==> src/design/rsa_pkg.sv <==
// rsa_pkg: shared types and constants for the modular exponentiation block
// no dependencies
`default_nettype none
package rsa_pkg;
  localparam int unsigned KeyWidth = 64;
  localparam int unsigned CntW = $clog2(KeyWidth);

  typedef enum logic [1:0] {
    StatusOk      = 2'd0,
    StatusZero    = 2'd1,
    StatusRange   = 2'd2
  } status_e;

  localparam logic CmdEncrypt = 1'b0;
  localparam logic CmdDecrypt = 1'b1;

  localparam logic [1:0] RegModulus = 2'd0;
  localparam logic [1:0] RegPubExp  = 2'd1;
  localparam logic [1:0] RegPrivExp = 2'd2;

  typedef struct packed {
    logic                command;
    logic [KeyWidth-1:0] block_value;
  } req_t;

  typedef struct packed {
    logic [KeyWidth-1:0] result_value;
    logic [1:0]          status;
  } rsp_t;

  typedef enum logic [2:0] {
    StIdle, StReduce, StSquare, StMult, StDone
  } state_e;

  // control between sequencer and multiplier
  typedef struct packed {
    logic start;
    logic busy;
  } mul_ctl_t;
endpackage
`default_nettype wire

==> src/design/rsa_mulmod.sv <==
// rsa_mulmod: iterative shift-and-add modular multiplier, one bit per cycle
// depends on rsa_pkg
`default_nettype none
module rsa_mulmod import rsa_pkg::*; (
  input  wire logic                clk_i,
  input  wire logic                rst_ni,
  input  wire logic                start_i,
  input  wire logic [KeyWidth-1:0] a_i,
  input  wire logic [KeyWidth-1:0] b_i,
  input  wire logic [KeyWidth-1:0] n_i,
  output logic                     busy_o,
  output logic                     done_o,
  output logic [KeyWidth-1:0]      p_o
);
  logic [KeyWidth-1:0] acc_q, acc_d, a_q, b_q, step1, step2;
  logic [CntW-1:0]     cnt_q;
  logic                busy_q, done_q;

  // add_mod(x,y): x >= n-y ? x-(n-y) : x+y
  function automatic logic [KeyWidth-1:0] add_mod(input logic [KeyWidth-1:0] x,
      input logic [KeyWidth-1:0] y, input logic [KeyWidth-1:0] n);
    logic [KeyWidth-1:0] room;
    room = n - y;
    return (x >= room) ? (x - room) : (x + y);
  endfunction

  always_comb begin
    step1 = add_mod(acc_q, acc_q, n_i);
    step2 = add_mod(step1, a_q, n_i);
    acc_d = b_q[KeyWidth-1] ? step2 : step1;
  end

  // one multiplier bit a cycle
  always_ff @(posedge clk_i or negedge rst_ni) begin
    if (!rst_ni) begin
      busy_q <= 1'b0;
      done_q <= 1'b0;
      cnt_q  <= '0;
    end else begin
      done_q <= 1'b0;
      if (start_i) begin
        busy_q <= 1'b1;
        cnt_q  <= '0;
      end else if (busy_q) begin
        cnt_q <= cnt_q + 1'b1;
        if (cnt_q == CntW'(KeyWidth-1)) begin
          busy_q <= 1'b0;
          done_q <= 1'b1;
        end
      end
    end
  end

  always_ff @(posedge clk_i) begin
    if (start_i) begin
      acc_q <= '0;
      a_q   <= a_i;
      b_q   <= b_i;
    end else if (busy_q) begin
      acc_q <= acc_d;
      b_q   <= {b_q[KeyWidth-2:0], 1'b0};
    end
  end

  assign busy_o = busy_q;
  assign done_o = done_q;
  assign p_o    = acc_q;

  a_done_after_busy: assert property (@(posedge clk_i) disable iff (!rst_ni)
    done_o |-> $past(busy_q)) else $error("done without busy");
  a_no_done_busy: assert property (@(posedge clk_i) disable iff (!rst_ni)
    done_o |-> !busy_q) else $error("done while busy");
  a_start_busy: assert property (@(posedge clk_i) disable iff (!rst_ni)
    start_i |=> busy_q) else $error("start did not set busy");
endmodule
`default_nettype wire

==> src/design/rsa_block_modexp.sv <==
// rsa_block_modexp: square-and-multiply sequencer around one modular multiplier
// depends on rsa_pkg and rsa_mulmod
// One request at a time. in_stall_o is high from acceptance until the result
// is taken. All arithmetic runs on one shift-and-add modular multiplier; each
// product starts as soon as the last one is done. A request that
// passes its checks first reduces the block modulo n as a product with one,
// then runs 64 squarings and one multiply per set exponent bit. A request
// that fails a check presents its result the cycle after acceptance.
`default_nettype none
module rsa_block_modexp import rsa_pkg::*; (
  input  wire logic                clk_i,
  input  wire logic                rst_ni,
  input  wire logic                cfg_we_i,
  input  wire logic [1:0]          cfg_idx_i,
  input  wire logic [KeyWidth-1:0] cfg_data_i,
  input  wire logic                in_valid_i,
  output logic                     in_stall_o,
  input  wire req_t                in_data_i,
  output logic                     out_valid_o,
  input  wire logic                out_stall_i,
  output rsp_t                     out_data_o
);
  logic [KeyWidth-1:0] n_q, e_q, d_q, exp_q, base_q, acc_q;
  logic [CntW-1:0]     bit_q;
  state_e              st_q, st_d;
  rsp_t                rsp_q;
  mul_ctl_t            mctl;
  logic                mdone, mbusy, accept, fire;
  logic [KeyWidth-1:0] mprod, ma, mb;
  logic [1:0]          chk;

  // config registers
  always_ff @(posedge clk_i or negedge rst_ni) begin
    if (!rst_ni) begin
      n_q <= '0; e_q <= '0; d_q <= '0;
    end else if (cfg_we_i) begin
      case (cfg_idx_i)
        RegModulus: n_q <= cfg_data_i;
        RegPubExp:  e_q <= cfg_data_i;
        RegPrivExp: d_q <= cfg_data_i;
        default: ;
      endcase
    end
  end

  assign accept = in_valid_i && !in_stall_o;
  assign in_stall_o = (st_q != StIdle);
  assign fire = out_valid_o && !out_stall_i;

  // request checks
  always_comb begin
    chk = StatusOk;
    if (in_data_i.command == CmdEncrypt) begin
      if (e_q == '0 || n_q == '0) chk = StatusZero;
      else if (in_data_i.block_value >= n_q) chk = StatusRange;
    end else if (n_q == '0) chk = StatusZero;
  end

  // next state
  always_comb begin
    st_d = st_q;
    case (st_q)
      StIdle:   if (accept) st_d = (chk != StatusOk) ? StDone : StReduce;
      StReduce: if (mdone) st_d = StSquare;
      StSquare: if (mdone) st_d = exp_q[KeyWidth-1] ? StMult : (bit_q == '0 ? StDone : StSquare);
      StMult:   if (mdone) st_d = (bit_q == '0) ? StDone : StSquare;
      StDone:   if (fire) st_d = StIdle;
      default:  st_d = StIdle;
    endcase
  end

  // multiplier control and operands
  always_comb begin
    mctl.busy  = mbusy;
    mctl.start = 1'b0;
    ma = mprod;
    mb = mprod;
    case (st_q)
      StIdle: begin
        // block times one reduces the block modulo n
        mctl.start = accept && (chk == StatusOk);
        ma = KeyWidth'(1);
        mb = in_data_i.block_value;
      end
      StReduce: begin
        mctl.start = mdone;
        ma = acc_q;
        mb = acc_q;
      end
      StSquare: begin
        mctl.start = mdone && (exp_q[KeyWidth-1] || bit_q != '0);
        if (exp_q[KeyWidth-1]) mb = base_q;
      end
      StMult:   mctl.start = mdone && (bit_q != '0);
      default:  mctl.start = 1'b0;
    endcase
  end

  rsa_mulmod u_mul (
    .clk_i, .rst_ni, .start_i(mctl.start), .a_i(ma), .b_i(mb), .n_i(n_q),
    .busy_o(mbusy), .done_o(mdone), .p_o(mprod)
  );

  always_ff @(posedge clk_i or negedge rst_ni) begin
    if (!rst_ni) st_q <= StIdle;
    else st_q <= st_d;
  end

  // datapath
  always_ff @(posedge clk_i) begin
    case (st_q)
      StIdle: if (accept) begin
        base_q <= in_data_i.block_value;
        exp_q  <= (in_data_i.command == CmdEncrypt) ? e_q : d_q;
        acc_q  <= (n_q == KeyWidth'(1)) ? '0 : KeyWidth'(1);
        bit_q  <= CntW'(KeyWidth-1);
        rsp_q.status       <= chk;
        rsp_q.result_value <= '0;
      end
      StReduce: if (mdone) begin
        base_q <= mprod;
      end
      StSquare: if (mdone) begin
        if (!exp_q[KeyWidth-1]) begin
          exp_q <= exp_q << 1;
          bit_q <= bit_q - 1'b1;
          if (bit_q == '0) rsp_q.result_value <= mprod;
        end
      end
      StMult: if (mdone) begin
        exp_q <= exp_q << 1;
        bit_q <= bit_q - 1'b1;
        if (bit_q == '0) rsp_q.result_value <= mprod;
      end
      default: ;
    endcase
  end

  assign out_valid_o = (st_q == StDone);
  assign out_data_o  = rsp_q;

  a_err_zero: assert property (@(posedge clk_i) disable iff (!rst_ni)
    (out_valid_o && rsp_q.status != StatusOk) |-> rsp_q.result_value == '0)
    else $error("error result not zero");
  a_hold: assert property (@(posedge clk_i) disable iff (!rst_ni)
    (out_valid_o && out_stall_i) |=> out_valid_o) else $error("result dropped");
  a_mul_idle: assert property (@(posedge clk_i) disable iff (!rst_ni)
    (st_q == StIdle) |-> !mctl.busy) else $error("multiplier busy in idle");
endmodule
`default_nettype wire
==> config.mk <==
export PLATFORM = sky130hd
export DESIGN_NAME = rsa_block_modexp
export DESIGN_NICKNAME = d
export VERILOG_FILES = /design/src/design/rsa_pkg.sv /design/src/design/rsa_mulmod.sv /design/src/design/rsa_block_modexp.sv
export SDC_FILE = /design/constraint.sdc
export NUM_CORES = 2
export LEC_CHECK = 0
export ABC_AREA = 1
export ABC_CLOCK_PERIOD_IN_PS = 8300
export BUFFER_PORTS_ARGS = -buffer_cell sky130_fd_sc_hd__buf_2
export CAP_MARGIN = 20
export CORE_MARGIN = 3
export CORE_UTILIZATION = 25
export CTS_CLUSTER_SIZE = 20
export DETAILED_ROUTE_END_ITERATION = 12
export PLACE_DENSITY = 0.39
export SLEW_MARGIN = 10
export SYNTH_ARGS = -nofsm -noshare
export SYNTH_HDL_FRONTEND = slang
export SYNTH_SLANG_ARGS = --single-unit
==> constraint.sdc <==
create_clock -name clk_i -period 8.3 [get_ports clk_i]
set_input_delay 1.66 -clock clk_i [delete_from_list [all_inputs] [get_ports clk_i]]
set_output_delay 1.66 -clock clk_i [all_outputs]
set_load 0.005 [all_outputs]
==> flow_summary_export.csv <==
group,metric,value,unit
setup_path,worstPathArrival,8.56,ns
sta,fmax,126,MHz
routing,num_vias,54800,
synthesis,async_flop_share,34.1,%
synthesis,synthDistinctLibCells,62,
die,die_width,455,um
setup_path,r2r-start,"n_q[2]",
die,row_count,164,
synthesis,ys_ff_latch,596,
synthesis,syn-num-nets,7862,
cts,root_buffer,"clkbuf_16",
synthesis,synthFlopType,"edfxtp_1",
flow_run,max-cap-violations,0,
global_routing,grt_util_all_layers,24.3,%
routing,wl,259,mm
setup_path,cpPeakStageDelay,0.38,ns
global_routing,grt_remaining_overflow,0,
layout,final_cells,11400,
synthesis,synth_edf_count,329,
synthesis,muxShareOfSynthArea,0,%
setup_path,worstSetupStartpointType,"flip-flop",
cts,cts_max_level,3,
layout,area_growth,32.3,%
cts,insertion_delay,0.72,ns
worst_hold_path,hold_start,"d_q[24]",
die,fp.dieH,455,um
synthesis,synth-compound-area-share,18.4,%
sta,rsz0062_at_grt,"true",
global_routing,antenna_found_initial,17,
setup_path,crit_slowest_cell,"dfrtp_1",
setup_path,required,8.89,ns
synthesis,synth_top_family_by_area,"simple AND/OR/NAND/NOR gates",
global_routing,use_met3,2.40,%
synthesis,ys_seq_area_share,32.3,%
setup_path,crit_fanout,10,
global_routing,grt_pass1_wl,366,mm
place,hpwl,215,mm
place,routabilityCongestion,0.960,
cts,clock_path_buffers,3,
setup_path,crit_type,"flip-flop to flip-flop",
layout,drive_gt1_share,20.8,%
routing,post-route-drc-count,0,
synthesis,synth_commonest_cells,"nand2_1 (1,823), inv_1 (1,134), nor2_1 (742), o21ai_0 (722), a21oi_1 (569)",
sta,layout_min_cycle_time,7.97,ns
cts,cts_buffers,76,
cts,clk_pin_slew,0.06,ns
routing,drtIter0Drc,4593,
sta,finalHoldViolCount,0,
routing,dr.pass1.iters,5,
setup_path,cp-end-kind,"flip-flop",
sta,tightest_slew,1.15,ns
routing,vias_per_cell,4.83,
synthesis,synth_area_leader_cell,"edfxtp_1",
sta,clock_skew,0.0527,ns
synthesis,syn_avg_cell_area,6.84,um2
global_routing,grtUsageMet2,36.9,%
global_routing,met1_usage,35.8,%
cts,cts_tree,"done",
synthesis,yosys.area_share.xor_xnor,3.99,%
place,dp_slack,-0.594,ns
synthesis,synthSimpleGateAreaFrac,25.9,%
synthesis,synthesis.instances,7359,
global_routing,grt_pass1_vias,53200,
sta,setup_violations,0,
die,start_util,25.2,%
status,outcome,"finished, final reports clean",
die,die_area,207000,um2
routing,antenna_left,0,
place,dpl.cell_count,11200,
synthesis,synthAdderAreaFrac,9.17,%
global_routing,grt_busiest_layer,"met2",
sta,min_period_over_period,96.0,%
synthesis,synth_area_leaders,"edfxtp_1 (20%), nand2_1 (14%), dfrtp_1 (10%)",
place,port_buffers,203,
sta,slew-limit-headroom,23.0,%
die,ioPinCount,204,
worst_hold_path,hp-class,"flip-flop to flip-flop",
die,coreArea,200000,um2
cts,clock_sinks,596,
global_routing,grt_max_degree,124,
layout,nets,9136,
setup_path,critPathLaunch,"n_q[2]",
synthesis,synth_warnings,0,
synthesis,synthDominantCellAreaShare,19.6,%
setup_path,cp_common_cell,"buf_4",
sta,layout_setup_ws,0.334,ns
synthesis,yosysMostFrequentCell,"nand2_1",
sta,finalMaxSlewViolations,0,
synthesis,netlist_area,50300,um2
routing,wl_per_cell,22.8,um
-- metal layers --
layer  share of wire (%)  vias to the layer above  wire length, um
met5              0.0050                        -               13
met4                 3.5                        2             9190
met3                 5.2                      302            13500
met2                  42                     1609           110000
met1                  49                    26000           126000
li1                    -                    26900                -
-- cell families after synthesis --
family	count (synthesis)
fa+ha+maj	367
buf+inv	1346
compound gates	1663
xor+xnor	229
flops	596
simple gates	3158
-- per-stage QoR --
step                      TNS (ns)  util (%)  hold slack (ns)  area (um2)
after floorplan                  0         -            0.453       50300
after global placement      -14.88      31.5            0.467       63000
after detailed placement    -18.01      31.5            0.475       63000
after CTS                 -0.00876      32.9            0.489       65700
after global routing        -0.182      33.3            0.512       66600
final                            0      33.3            0.483       66600
-- final cells by class --
class,instances,area [um2]
antenna,3,7.51
clock buffer,103,2110
clock inverter,39,500
fill,22100,133000
inverter,1149,4320
multi-input combinational,5417,29700
sequential,596,16200
tap,2656,3320
timing repair buffer,1393,10300
-- flip-flops by register name (all words and copies together), names as in the netlist --
register,count
n_q,64
e_q,64
u_mul.busy_o,1
u_mul.a_q,64
d_q,64
exp_q,64
u_mul.done_o,1
st_q,3
out_data_o,66
base_q,64
u_mul.p_o,64
u_mul.cnt_q,6
u_mul.b_q,64
bit_q,6
acc_q,1
-- worst max-delay path: cells and delay by family, from the launching register on --
kind | cells | cell delay [ns]
fa+ha+maj | 3 | 0.92
compound gates | 18 | 2.87
flops | 1 | 0.38
buf+inv | 14 | 1.93
xor+xnor | 1 | 0.27
simple gates | 15 | 1.43
-- layout by cell type (no fill, tap or decap), drive strengths merged, types with 83 or more instances in the layout --
cell and n:
nand2 1859, buf 1387, inv 1152, nor2 754
o21ai 727, a21oi 583, ha 364, nand3 337
edfxtp 329, dfrtp 203, xor2 128, clkbuf 109
xnor2 101, nand4 83
-- path summary, 6_finish.rpt --
path                            endpoint  slack (ns)  cells after the start
hold reg to reg                  d_q[24]        0.48                      2
setup reg to reg           u_mul.p_o[62]        0.33                     51
max in group asynchronous   u_mul.busy_o        5.96                      2
hold / removal                   d_q[24]        0.48                      2
min in group asynchronous        d_q[52]        0.96                      1
setup / recovery           u_mul.p_o[62]        0.33                     51
-- timing repair --
item | 4_1_cts | 5_1_grt
resized for setup | 48 | 188
setup buffers | 0 | 13
setup endpoints to repair | 64 | 64
hold buffers | 0 | 0
endpoints found under the hold margin | 0 | 0
pin swaps | 1 | 30
gates cloned | 0 | 5
Power is not shown: default switching activity piles up to over one toggle a cycle in this logic, so the estimate is an artifact.
